`src/rtl/core/rcbr_pkg.sv`:
```
// ----------------------------------------------------------------------------
// rcbr_pkg
// Shared types, constants and table functions for the biphase bit recovery
// block: register map, configuration record and the quarter-wave sine model.
// ----------------------------------------------------------------------------
package rcbr_pkg;

  // Defaults for the top-level parameters.
  localparam int unsigned SAMPLE_WIDTH_DEF = 16;
  localparam int unsigned SINE_DEPTH_DEF   = 256;
  localparam int unsigned SLIP_LIMIT_DEF   = 16;

  // Fixed field and state widths.
  localparam int unsigned IN_W       = 16;
  localparam int unsigned TRIG_W     = 16;
  localparam int unsigned PHASE_W    = 16;
  localparam int unsigned FREQ_W     = 24;
  localparam int unsigned CLK_W      = 16;
  localparam int unsigned ERR_W      = 16;
  localparam int unsigned ALPHA_W    = 16;
  localparam int unsigned BETA_W     = 16;
  localparam int unsigned PERIOD_W   = 14;
  localparam int unsigned THRESH_W   = 15;

  // Shared multiplier and datapath widths.
  localparam int unsigned MUL_W      = 32;
  localparam int unsigned PROD_W     = 2 * MUL_W;
  localparam int unsigned ROT_W      = 33;
  localparam int unsigned EG_W       = 31;
  localparam int unsigned INC_W      = 26;

  // Loop and symbol clock constants.
  localparam int unsigned INV_TWO_PI_Q16 = 10430;
  localparam int unsigned ROT_SHIFT      = 15;
  localparam int unsigned GAIN_SHIFT     = 23;
  localparam int unsigned PHASE_FRAC     = 8;
  localparam int unsigned PHASE_ROUND    = 128;
  localparam int unsigned CLOCK_STEP     = 256;
  localparam int unsigned CLOCK_NUDGE    = 26;
  localparam int unsigned QUARTER_TURN   = 16384;

  // Configuration port.
  localparam int unsigned APB_AW = 4;
  localparam int unsigned APB_DW = 32;

  localparam logic [ALPHA_W-1:0]  ALPHA_RST  = 16'd2048;
  localparam logic [BETA_W-1:0]   BETA_RST   = 16'd64;
  localparam logic [PERIOD_W-1:0] PERIOD_RST = 14'd1294;
  localparam logic [THRESH_W-1:0] THRESH_RST = 15'd3277;

  typedef enum logic [1:0] {
    REG_ALPHA  = 2'd0,
    REG_BETA   = 2'd1,
    REG_PERIOD = 2'd2,
    REG_THRESH = 2'd3
  } reg_idx_e;

  typedef struct packed {
    logic [ALPHA_W-1:0]  alpha;
    logic [BETA_W-1:0]   beta;
    logic [PERIOD_W-1:0] period;
    logic [THRESH_W-1:0] thresh;
  } cfg_t;

  // Odd polynomial over one quadrant; the argument is a Q0.14 position.
  function automatic longint quarter_sine(input longint x14);
    longint x;
    longint x2;
    longint inner;
    longint mid;
    longint y;
    x     = x14 * 2;
    x2    = (x * x) >>> 15;
    inner = 21167 - ((2611 * x2) >>> 15);
    mid   = 51472 - ((inner * x2) >>> 15);
    y     = (x * mid) >>> 15;
    return (y > 32767) ? 32767 : y;
  endfunction

  // Sine of a Q0.16 fraction of a turn, mirrored into all four quadrants.
  function automatic logic signed [TRIG_W-1:0] sine_of_turn(input logic [PHASE_W-1:0] t);
    longint r;
    longint v;
    r = longint'(t[13:0]);
    v = t[14] ? quarter_sine(longint'(QUARTER_TURN) - r) : quarter_sine(r);
    if (t[15]) begin
      v = -v;
    end
    return TRIG_W'(v);
  endfunction

endpackage

```
`src/rtl/core/rcbr_apb_regs.sv`:
```
// ----------------------------------------------------------------------------
// rcbr_apb_regs
// Configuration register file behind a simple APB-style slave port.
// ----------------------------------------------------------------------------
module rcbr_apb_regs (
  input  logic                         clk_i,
  input  logic                         rst_ni,
  input  logic                         psel,
  input  logic                         penable,
  input  logic                         pwrite,
  input  logic [rcbr_pkg::APB_AW-1:0]  paddr,
  input  logic [rcbr_pkg::APB_DW-1:0]  pwdata,
  output logic [rcbr_pkg::APB_DW-1:0]  prdata,
  output logic                         pready,
  output rcbr_pkg::cfg_t               cfg_o
);
  import rcbr_pkg::*;

  cfg_t     cfg_q;
  reg_idx_e idx;
  logic     wr_en;

  assign idx    = reg_idx_e'(paddr[APB_AW-1:2]);
  assign wr_en  = psel & penable & pwrite;
  assign pready = 1'b1;
  assign cfg_o  = cfg_q;

  always_ff @(posedge clk_i or negedge rst_ni) begin
    if (!rst_ni) begin
      cfg_q.alpha  <= ALPHA_RST;
      cfg_q.beta   <= BETA_RST;
      cfg_q.period <= PERIOD_RST;
      cfg_q.thresh <= THRESH_RST;
    end else if (wr_en) begin
      case (idx)
        REG_ALPHA:  cfg_q.alpha  <= pwdata[ALPHA_W-1:0];
        REG_BETA:   cfg_q.beta   <= pwdata[BETA_W-1:0];
        REG_PERIOD: cfg_q.period <= pwdata[PERIOD_W-1:0];
        REG_THRESH: cfg_q.thresh <= pwdata[THRESH_W-1:0];
        default: begin
        end
      endcase
    end
  end

  always_comb begin
    case (idx)
      REG_ALPHA:  prdata = APB_DW'(cfg_q.alpha);
      REG_BETA:   prdata = APB_DW'(cfg_q.beta);
      REG_PERIOD: prdata = APB_DW'(cfg_q.period);
      REG_THRESH: prdata = APB_DW'(cfg_q.thresh);
      default:    prdata = '0;
    endcase
  end

endmodule

```
`src/rtl/core/rcbr_sincos_rom.sv`:
```
// ----------------------------------------------------------------------------
// rcbr_sincos_rom
// Sine and cosine table of the loop phase, quantised to the table depth,
// with registered read data.
// ----------------------------------------------------------------------------
module rcbr_sincos_rom #(
  parameter int unsigned DEPTH = rcbr_pkg::SINE_DEPTH_DEF
) (
  input  logic                                clk_i,
  input  logic                                en_i,
  input  logic [rcbr_pkg::PHASE_W-1:0]        phase_i,
  output logic signed [rcbr_pkg::TRIG_W-1:0]  sin_o,
  output logic signed [rcbr_pkg::TRIG_W-1:0]  cos_o
);
  import rcbr_pkg::*;

  localparam int unsigned IDX_W = $clog2(DEPTH);

  logic signed [TRIG_W-1:0]       sin_tab [DEPTH];
  logic signed [TRIG_W-1:0]       cos_tab [DEPTH];
  logic [PHASE_W+IDX_W-1:0]       scaled;
  logic [IDX_W-1:0]               idx;

  // Each entry holds the value at the start of its bin; the cosine is the
  // same curve a quarter turn further on.
  for (genvar k = 0; k < DEPTH; k++) begin : g_tab
    localparam logic [PHASE_W-1:0] T = PHASE_W'((k << PHASE_W) / DEPTH);
    assign sin_tab[k] = sine_of_turn(T);
    assign cos_tab[k] = sine_of_turn(PHASE_W'(T + PHASE_W'(QUARTER_TURN)));
  end

  assign scaled = (PHASE_W+IDX_W)'(phase_i) * (PHASE_W+IDX_W)'(DEPTH);
  assign idx    = scaled[PHASE_W +: IDX_W];

  always_ff @(posedge clk_i) begin
    if (en_i) begin
      sin_o <= sin_tab[idx];
      cos_o <= cos_tab[idx];
    end
  end

endmodule

```
`src/rtl/core/rcbr_mul.sv`:
```
// ----------------------------------------------------------------------------
// rcbr_mul
// Shared signed multiplier with a registered product, used for the rotation,
// the error and both loop gains in turn.
// ----------------------------------------------------------------------------
module rcbr_mul (
  input  logic                                clk_i,
  input  logic                                en_i,
  input  logic signed [rcbr_pkg::MUL_W-1:0]   a_i,
  input  logic signed [rcbr_pkg::MUL_W-1:0]   b_i,
  output logic signed [rcbr_pkg::PROD_W-1:0]  prod_o
);
  import rcbr_pkg::*;

  always_ff @(posedge clk_i) begin
    if (en_i) begin
      prod_o <= PROD_W'(a_i) * PROD_W'(b_i);
    end
  end

endmodule

```
`src/rtl/core/rds_costas_biphase_bit_recovery.sv`:
```
// A new sample is not accepted until the last one has been through every step,
// since the eight products of each sample go in turn through the single
// shared multiplier.
// A waiting result does not stop the next sample; only a second result held
// up behind it stalls the sequencer in its last step.
// Reset clears all loop, clock and pairing state; registers take their defaults.
// ----------------------------------------------------------------------------
// rds_costas_biphase_bit_recovery
// BPSK Costas loop with symbol clock recovery, biphase half-symbol pairing,
// slip voting and differential decoding, sequenced around one multiplier.
// ----------------------------------------------------------------------------
module rds_costas_biphase_bit_recovery #(
  parameter int unsigned SAMPLE_WIDTH     = rcbr_pkg::SAMPLE_WIDTH_DEF,
  parameter int unsigned SINE_TABLE_DEPTH = rcbr_pkg::SINE_DEPTH_DEF,
  parameter int unsigned SLIP_VOTE_LIMIT  = rcbr_pkg::SLIP_LIMIT_DEF
) (
  input  logic                               clk_i,
  input  logic                               rst_ni,
  input  logic                               in_valid_i,
  output logic                               in_ready_o,
  input  logic signed [rcbr_pkg::IN_W-1:0]   bb_i_i,
  input  logic signed [rcbr_pkg::IN_W-1:0]   bb_q_i,
  output logic                               out_valid_o,
  input  logic                               out_ready_i,
  output logic                               data_bit_o,
  output logic                               locked_o,
  input  logic                               psel,
  input  logic                               penable,
  input  logic                               pwrite,
  input  logic [rcbr_pkg::APB_AW-1:0]        paddr,
  input  logic [rcbr_pkg::APB_DW-1:0]        pwdata,
  output logic [rcbr_pkg::APB_DW-1:0]        prdata,
  output logic                               pready
);
  import rcbr_pkg::*;

  localparam int unsigned VOTE_W = $clog2(SLIP_VOTE_LIMIT + 1);
  localparam int unsigned CLK1_W = CLK_W + 1;

  localparam logic signed [ROT_W-1:0] SMAX =
    ROT_W'((longint'(1) <<< (SAMPLE_WIDTH - 1)) - longint'(1));
  localparam logic signed [ROT_W-1:0] SMIN =
    ROT_W'(-(longint'(1) <<< (SAMPLE_WIDTH - 1)));
  localparam logic signed [INC_W-1:0] FREQ_MAX =
    INC_W'((longint'(1) <<< (FREQ_W - 1)) - longint'(1));
  localparam logic signed [INC_W-1:0] FREQ_MIN =
    INC_W'(-(longint'(1) <<< (FREQ_W - 1)));
  localparam logic signed [PROD_W-1:0] ERR_MAX =
    PROD_W'((longint'(1) <<< (ERR_W - 1)) - longint'(1));
  localparam logic signed [PROD_W-1:0] ERR_MIN =
    PROD_W'(-(longint'(1) <<< (ERR_W - 1)));

  typedef enum logic [3:0] {
    S_IDLE,
    S_MUL_IC,
    S_MUL_QS,
    S_MUL_QC,
    S_MUL_IS,
    S_ROT_Q,
    S_MUL_ERR,
    S_ERR,
    S_MUL_EG,
    S_MUL_BETA,
    S_MUL_ALPHA,
    S_UPD
  } state_e;

  function automatic logic signed [SAMPLE_WIDTH-1:0] sat_sample(
    input logic signed [ROT_W-1:0] x
  );
    logic signed [ROT_W-1:0] y;
    if (x > SMAX) begin
      y = SMAX;
    end else if (x < SMIN) begin
      y = SMIN;
    end else begin
      y = x;
    end
    return SAMPLE_WIDTH'(y);
  endfunction

  cfg_t cfg;

  state_e state_q;

  logic signed [IN_W-1:0]          si_q;
  logic signed [IN_W-1:0]          sq_q;
  logic signed [TRIG_W-1:0]        sin_val;
  logic signed [TRIG_W-1:0]        cos_val;
  logic signed [ROT_W-1:0]         acc_q;
  logic signed [SAMPLE_WIDTH-1:0]  ri_q;
  logic signed [SAMPLE_WIDTH-1:0]  rq_q;
  logic signed [ERR_W-1:0]         err_q;
  logic signed [EG_W-1:0]          eg_q;
  logic                            locked_q;
  logic [PHASE_W-1:0]              phase_q;
  logic signed [FREQ_W-1:0]        freq_q;
  logic [CLK_W-1:0]                sclk_q;
  logic [CLK1_W-1:0]               clk1_q;
  logic                            take_q;
  logic                            prevneg_q;
  logic signed [SAMPLE_WIDTH-1:0]  held_q;
  logic                            hv_q;
  logic [VOTE_W-1:0]               votes_q;
  logic                            prev_enc_q;
  logic                            out_valid_q;
  logic                            data_bit_q;
  logic                            locked_out_q;

  logic                            in_fire;
  logic                            mul_en;
  logic signed [MUL_W-1:0]         mul_a;
  logic signed [MUL_W-1:0]         mul_b;
  logic signed [PROD_W-1:0]        prod;
  logic signed [ROT_W-1:0]         prod_rot;
  logic signed [ROT_W-1:0]         rot_i_sum;
  logic signed [ROT_W-1:0]         rot_q_sum;
  logic signed [PROD_W-1:0]        prod_sh15;
  logic signed [PROD_W-1:0]        prod_sh23;
  logic signed [INC_W-1:0]         gain_adj;
  logic signed [EG_W-1:0]          prod_eg;
  logic signed [ERR_W-1:0]         err_sat;
  logic [ERR_W:0]                  err_abs;
  logic signed [INC_W-1:0]         freq_sum;
  logic signed [INC_W-1:0]         freq_sat;
  logic signed [INC_W-1:0]         inc_rnd;
  logic                            neg;
  logic [CLK1_W-1:0]               clk_base;
  logic [CLK1_W-1:0]               clk_nudged;
  logic [CLK1_W-1:0]               period_ext;
  logic                            take;
  logic signed [SAMPLE_WIDTH:0]    pair_diff;
  logic                            enc;
  logic                            same_sign;
  logic                            vote_over;
  logic                            has_result;
  logic                            out_free;
  logic                            out_load;

  rcbr_apb_regs u_regs (
    .clk_i   (clk_i),
    .rst_ni  (rst_ni),
    .psel    (psel),
    .penable (penable),
    .pwrite  (pwrite),
    .paddr   (paddr),
    .pwdata  (pwdata),
    .prdata  (prdata),
    .pready  (pready),
    .cfg_o   (cfg)
  );

  rcbr_sincos_rom #(
    .DEPTH (SINE_TABLE_DEPTH)
  ) u_rom (
    .clk_i   (clk_i),
    .en_i    (in_fire),
    .phase_i (phase_q),
    .sin_o   (sin_val),
    .cos_o   (cos_val)
  );

  rcbr_mul u_mul (
    .clk_i  (clk_i),
    .en_i   (mul_en),
    .a_i    (mul_a),
    .b_i    (mul_b),
    .prod_o (prod)
  );

  assign in_ready_o  = (state_q == S_IDLE);
  assign in_fire     = in_valid_i & in_ready_o;
  assign out_valid_o = out_valid_q;
  assign data_bit_o  = data_bit_q;
  assign locked_o    = locked_out_q;

  // Operand selection for the shared multiplier, at most one product per step.
  always_comb begin
    mul_en = 1'b1;
    mul_a  = '0;
    mul_b  = '0;
    case (state_q)
      S_MUL_IC: begin
        mul_a = MUL_W'(si_q);
        mul_b = MUL_W'(cos_val);
      end
      S_MUL_QS: begin
        mul_a = MUL_W'(sq_q);
        mul_b = MUL_W'(sin_val);
      end
      S_MUL_QC: begin
        mul_a = MUL_W'(sq_q);
        mul_b = MUL_W'(cos_val);
      end
      S_MUL_IS: begin
        mul_a = MUL_W'(si_q);
        mul_b = MUL_W'(sin_val);
      end
      S_MUL_ERR: begin
        mul_a = MUL_W'(ri_q);
        mul_b = MUL_W'(rq_q);
      end
      S_MUL_EG: begin
        mul_a = MUL_W'(err_q);
        mul_b = MUL_W'(INV_TWO_PI_Q16);
      end
      S_MUL_BETA: begin
        mul_a = MUL_W'({1'b0, cfg.beta});
        mul_b = MUL_W'(prod_eg);
      end
      S_MUL_ALPHA: begin
        mul_a = MUL_W'({1'b0, cfg.alpha});
        mul_b = MUL_W'(eg_q);
      end
      default: begin
        mul_en = 1'b0;
      end
    endcase
  end

  // Rotation, error and loop arithmetic on the registered product.
  assign prod_rot  = ROT_W'(prod);
  assign rot_i_sum = (acc_q + prod_rot) >>> ROT_SHIFT;
  assign rot_q_sum = (acc_q - prod_rot) >>> ROT_SHIFT;
  assign prod_sh15 = prod >>> ROT_SHIFT;
  assign prod_sh23 = prod >>> GAIN_SHIFT;
  assign gain_adj  = INC_W'(prod_sh23);
  assign prod_eg   = prod[EG_W-1:0];

  always_comb begin
    if (prod_sh15 > ERR_MAX) begin
      err_sat = ERR_W'(ERR_MAX);
    end else if (prod_sh15 < ERR_MIN) begin
      err_sat = ERR_W'(ERR_MIN);
    end else begin
      err_sat = ERR_W'(prod_sh15);
    end
  end

  assign err_abs = err_q[ERR_W-1] ? (ERR_W+1)'(-(ERR_W+1)'(err_q)) : (ERR_W+1)'(err_q);

  assign freq_sum = INC_W'(freq_q) + gain_adj;
  always_comb begin
    if (freq_sum > FREQ_MAX) begin
      freq_sat = FREQ_MAX;
    end else if (freq_sum < FREQ_MIN) begin
      freq_sat = FREQ_MIN;
    end else begin
      freq_sat = freq_sum;
    end
  end

  // The phase step is rounded to the nearest 2^-16 turn.
  assign inc_rnd = INC_W'(freq_q) + gain_adj + INC_W'(PHASE_ROUND);

  // Symbol clock: count a sample and nudge toward mid-period on a crossing.
  assign neg        = ri_q[SAMPLE_WIDTH-1];
  assign clk_base   = CLK1_W'(sclk_q) + CLK1_W'(CLOCK_STEP);
  assign period_ext = CLK1_W'(cfg.period);
  always_comb begin
    clk_nudged = clk_base;
    if (neg != prevneg_q) begin
      if (clk_base > CLK1_W'(cfg.period >> 1)) begin
        clk_nudged = clk_base - CLK1_W'(CLOCK_NUDGE);
      end else begin
        clk_nudged = clk_base + CLK1_W'(CLOCK_NUDGE);
      end
    end
  end
  assign take = (clk1_q >= period_ext);

  // Pairing of half-symbols.
  assign pair_diff  = (SAMPLE_WIDTH+1)'(held_q) - (SAMPLE_WIDTH+1)'(ri_q);
  assign enc        = !pair_diff[SAMPLE_WIDTH] && (pair_diff != '0);
  assign same_sign  = (held_q[SAMPLE_WIDTH-1] == ri_q[SAMPLE_WIDTH-1]);
  assign vote_over  = ((VOTE_W+1)'(votes_q) + (VOTE_W+1)'(1)) > (VOTE_W+1)'(SLIP_VOTE_LIMIT);
  assign has_result = take_q & hv_q;
  assign out_free   = !out_valid_q || out_ready_i;
  assign out_load   = (state_q == S_UPD) && has_result && out_free;

  always_ff @(posedge clk_i or negedge rst_ni) begin
    if (!rst_ni) begin
      state_q      <= S_IDLE;
      si_q         <= '0;
      sq_q         <= '0;
      acc_q        <= '0;
      ri_q         <= '0;
      rq_q         <= '0;
      err_q        <= '0;
      eg_q         <= '0;
      locked_q     <= 1'b0;
      phase_q      <= '0;
      freq_q       <= '0;
      sclk_q       <= '0;
      clk1_q       <= '0;
      take_q       <= 1'b0;
      prevneg_q    <= 1'b0;
      held_q       <= '0;
      hv_q         <= 1'b0;
      votes_q      <= '0;
      prev_enc_q   <= 1'b0;
      out_valid_q  <= 1'b0;
      data_bit_q   <= 1'b0;
      locked_out_q <= 1'b0;
    end else begin
      if (out_valid_q && out_ready_i && !out_load) begin
        out_valid_q <= 1'b0;
      end
      case (state_q)
        S_IDLE: begin
          if (in_fire) begin
            si_q    <= bb_i_i;
            sq_q    <= bb_q_i;
            state_q <= S_MUL_IC;
          end
        end
        S_MUL_IC: begin
          state_q <= S_MUL_QS;
        end
        S_MUL_QS: begin
          acc_q   <= prod_rot;
          state_q <= S_MUL_QC;
        end
        S_MUL_QC: begin
          ri_q    <= sat_sample(rot_i_sum);
          state_q <= S_MUL_IS;
        end
        S_MUL_IS: begin
          acc_q   <= prod_rot;
          state_q <= S_ROT_Q;
        end
        S_ROT_Q: begin
          rq_q      <= sat_sample(rot_q_sum);
          clk1_q    <= clk_nudged;
          prevneg_q <= neg;
          state_q   <= S_MUL_ERR;
        end
        S_MUL_ERR: begin
          state_q <= S_ERR;
        end
        S_ERR: begin
          err_q   <= err_sat;
          take_q  <= take;
          sclk_q  <= take ? CLK_W'(clk1_q - period_ext) : clk1_q[CLK_W-1:0];
          state_q <= S_MUL_EG;
        end
        S_MUL_EG: begin
          locked_q <= (err_abs < (ERR_W+1)'(cfg.thresh));
          state_q  <= S_MUL_BETA;
        end
        S_MUL_BETA: begin
          eg_q    <= prod_eg;
          state_q <= S_MUL_ALPHA;
        end
        S_MUL_ALPHA: begin
          freq_q  <= FREQ_W'(freq_sat);
          state_q <= S_UPD;
        end
        S_UPD: begin
          // With a result due, nothing commits until the output register is free.
          if (!has_result || out_free) begin
            phase_q <= phase_q + inc_rnd[PHASE_FRAC +: PHASE_W];
            if (take_q) begin
              if (!hv_q) begin
                held_q <= ri_q;
                hv_q   <= 1'b1;
              end else begin
                hv_q <= 1'b0;
                if (same_sign) begin
                  if (vote_over) begin
                    votes_q <= '0;
                    held_q  <= ri_q;
                    hv_q    <= 1'b1;
                  end else begin
                    votes_q <= votes_q + VOTE_W'(1);
                  end
                end else if (votes_q != '0) begin
                  votes_q <= votes_q - VOTE_W'(1);
                end
                prev_enc_q   <= enc;
                data_bit_q   <= enc ^ prev_enc_q;
                locked_out_q <= locked_q;
                out_valid_q  <= 1'b1;
              end
            end
            state_q <= S_IDLE;
          end
        end
        default: begin
          state_q <= S_IDLE;
        end
      endcase
    end
  end

endmodule

```
`config.mk`:
```
export PLATFORM = sky130hd
export DESIGN_NAME = rds_costas_biphase_bit_recovery
export DESIGN_NICKNAME = d
export VERILOG_FILES = /design/src/rtl/core/rcbr_pkg.sv /design/src/rtl/core/rcbr_apb_regs.sv /design/src/rtl/core/rcbr_sincos_rom.sv /design/src/rtl/core/rcbr_mul.sv /design/src/rtl/core/rds_costas_biphase_bit_recovery.sv
export SDC_FILE = /design/constraint.sdc
export NUM_CORES = 2
export LEC_CHECK = 0
export ABC_AREA = 1
export BUFFER_PORTS_ARGS = -buffer_cell sky130_fd_sc_hd__buf_2
export CELL_PAD_IN_SITES_DETAIL_PLACEMENT = 1
export CELL_PAD_IN_SITES_GLOBAL_PLACEMENT = 1
export CORE_MARGIN = 2
export CORE_UTILIZATION = 45
export CTS_CLUSTER_SIZE = 28
export DETAILED_ROUTE_END_ITERATION = 8
export PLACE_DENSITY = 0.88
export SYNTH_ARGS = -nofsm -noshare
export SYNTH_HDL_FRONTEND = slang
export SYNTH_HIERARCHICAL = 1
export SYNTH_SLANG_ARGS = --single-unit
```
`constraint.sdc`:
```
create_clock -name clk_i -period 10.35 [get_ports clk_i]
set_clock_uncertainty 0.05 [all_clocks]
set_input_delay 1.035 -clock clk_i [delete_from_list [all_inputs] [get_ports clk_i]]
set_output_delay 1.035 -clock clk_i [all_outputs]
set_load 0.05 [all_outputs]
```
==> results.yml <==
yosys:
  synthFlopType: "dfrtp_1"
  syn_area_mm2: 0.0723
  synth_simple_gate_area_frac: 0.240
  synth.area.mux_share: 0
  synth_compound_area_frac: 0.0698
  ys_seq_area_frac: 0.148
  synth_edf_count: 96
  synth-adder-area-share: 0.377
  synth_top_family_by_area: "adder cells"
  synth_top_area_cell: "fa_1"
  synthDominantCellAreaShare: 0.307
  synth.avg_cell_area_um2: 7.28
  ys_top_cells_by_area: "fa_1 31%, nand2_1 16%, inv_1 12%"
  synthXorXnorAreaFrac: 0.0176
  netlist_instances: 9942
  yosysWarningCount: 6
  async_flop_share: 0.764
  ys_ff_latch: 407
  synth_cell_types: 67
floorplanning:
  io_pins: 112
  die_x_um: 405
  initial_core_util: 0.452
  die-area_mm2: 0.164
  core_mm2: 0.160
  fp-row-count: 147
  fp.dieH_um: 405
routing:
  via_count: 66600
  drt_wl_total_um: 277000
  post_drt_wl_per_cell_um: 22.9
  remaining_drc_errors: 0
  drt_iter0_drc: 5525
  antenna_left: 0
  avgViaCountPerCell: 5.51
  firstDrtPassIters: 5
final_layout:
  regArea_mm2: 0.0107
  drive_gt1_frac: 0.0566
  postLayoutCellArea_mm2: 0.0772
  layout_common_cells: "3046 x nand2_1, 2386 x inv_1, 1106 x fa_1"
  multiInputGateArea_mm2: 0.0512
  syn_to_final_growth_pct: 6.65
  final_common_cell: "nand2_1"
  fin_nets: 11500
  finalNonFillerCells: 12100
  fill_cells: 20400
critical_path:
  path_delay_family: "adder cells"
  r2r_slack_ps: 370
  cp_slowest_cell: "fa_1"
  worst_setup_path_start_kind: "flop"
  crit_buf_inv: 10
  crit_fanout: 11
  critPathCaptureType: "flop"
  crit_arrival_ps: 10290
  max_stage_delay_ps: 630
  path_class: "flop to flop"
  crit_top_cell: "fa_1"
  required_ps: 10660
place:
  portBuffers: 76
  dpl-instance-area_mm2: 0.0752
  gp_congestion: 0.962
  dpl.cell_count: 12000
  dp_slack_ps: 120
  hpwl_um: 222000
clock_tree:
  clock_path_buffers: 3
  cts_buffers: 48
  cts_tree: "yes"
  cts_max_level: 2
  insertion_delay_ps: 650
  clk_pin_slew_worst_paths_ps: 70
  clockRootBuffer: "clkbuf_16"
  hold_buffers: 0
  clock-sinks: 407
global_route:
  grt_max_degree: 154
  antenna_found_initial: 7
  grt_pass1_vias: 74200
  groute.usage.overall: 0.334
  grt_pass1_wl_um: 423000
  grt_overflow_total: 0
timing:
  fmax_ghz: 0.100
  finalSetupTns_ps: 0
  finalHoldViolCount: 0
  slew_viol_final: 0
  layout_setup_ws_ps: 367
  setup_viol: 0
  period_minus_slack_ps: 9980
  period_share: 0.965
  max_slew.worst_pin.slew_ps: 1210
  slew_headroom: 0.185
worst_hold_path:
  hp-class: "input pin to async pin"
outcome:
  outcome: "finished, final reports clean"
flow_run:
  maxCapViolCount: 0
[per-stage QoR]
step | utilization | hold slack [ps]
6_report | 0.482 | 339
5_1_grt | 0.482 | 414
4_1_cts | 0.480 | 381
3_5_place_dp | 0.469 | 420
3_3_place_gp | 0.469 | 408
2_1_floorplan | - | 398
[flip-flops by register name (all words and copies together), names as in the netlist, 17 cells and up]
name	flops
eg_q	31
acc_q	33
freq_q	24
clk1_q	17
u_regs/cfg_o	61
u_mul/prod_o	64
[final cells by class]
type / count / share of cell area
multi-input combinational: 6778 / 0.663
antenna: 6 / 0.000195
tap: 2160 / 0.0350
sequential: 407 / 0.138
clock inverter: 22 / 0.00350
inverter: 2423 / 0.118
timing repair buffer: 235 / 0.0238
clock buffer: 68 / 0.0179
[timing repair]
item,4_1_cts,5_1_grt
setup buffers,0,20
setup endpoints to repair,0,24
resized for setup,0,19
endpoints found under the hold margin,0,0
[cell usage after synthesis (47+ instances only)]
| master | instances |
|---|---|
| inv_1 | 2392 |
| o21ai_0 | 279 |
| a21oi_1 | 260 |
| nand3_1 | 398 |
| ha_1 | 406 |
| a21oi_2 | 47 |
| nand4_1 | 93 |
| clkbuf_1 | 256 |
| nand2_1 | 3052 |
| nor2_1 | 507 |
| edfxtp_1 | 96 |
| fa_1 | 1108 |
| dfrtp_1 | 297 |
| xor2_1 | 112 |
[final timing paths]
kind                                     to  startpoint  depth (start not counted)
max                        u_mul/prod_o[60]  state_q[3]                         34
min in group clk_i                 locked_o    locked_o                          2
min reg2reg                        locked_o    locked_o                          2
max in group asynchronous       phase_q[11]      rst_ni                          3
min                              sclk_q[14]      rst_ni                          1
max reg2reg                u_mul/prod_o[60]  state_q[3]                         34
[metal layers]
metal | part of all wire | wire, um | global-route usage | vias to the layer above
met5 | 0.00017 | 46 | 0 | -
met4 | 0.066 | 18300 | 0.188 | 6
met3 | 0.068 | 18800 | 0.0457 | 908
met2 | 0.48 | 133000 | 0.570 | 2641
met1 | 0.38 | 106000 | 0.407 | 33700
li1 | - | - | - | 29400
[cells by family after synthesis]
logic type | Yosys count
flops | 407
fa+ha+maj | 1514
xor+xnor | 143
simple gates | 4255
compound gates | 847
buf+inv | 2774
other cells | 2
Power is not shown: default switching activity piles up to over one toggle a cycle in this logic, so the estimate is an artifact.
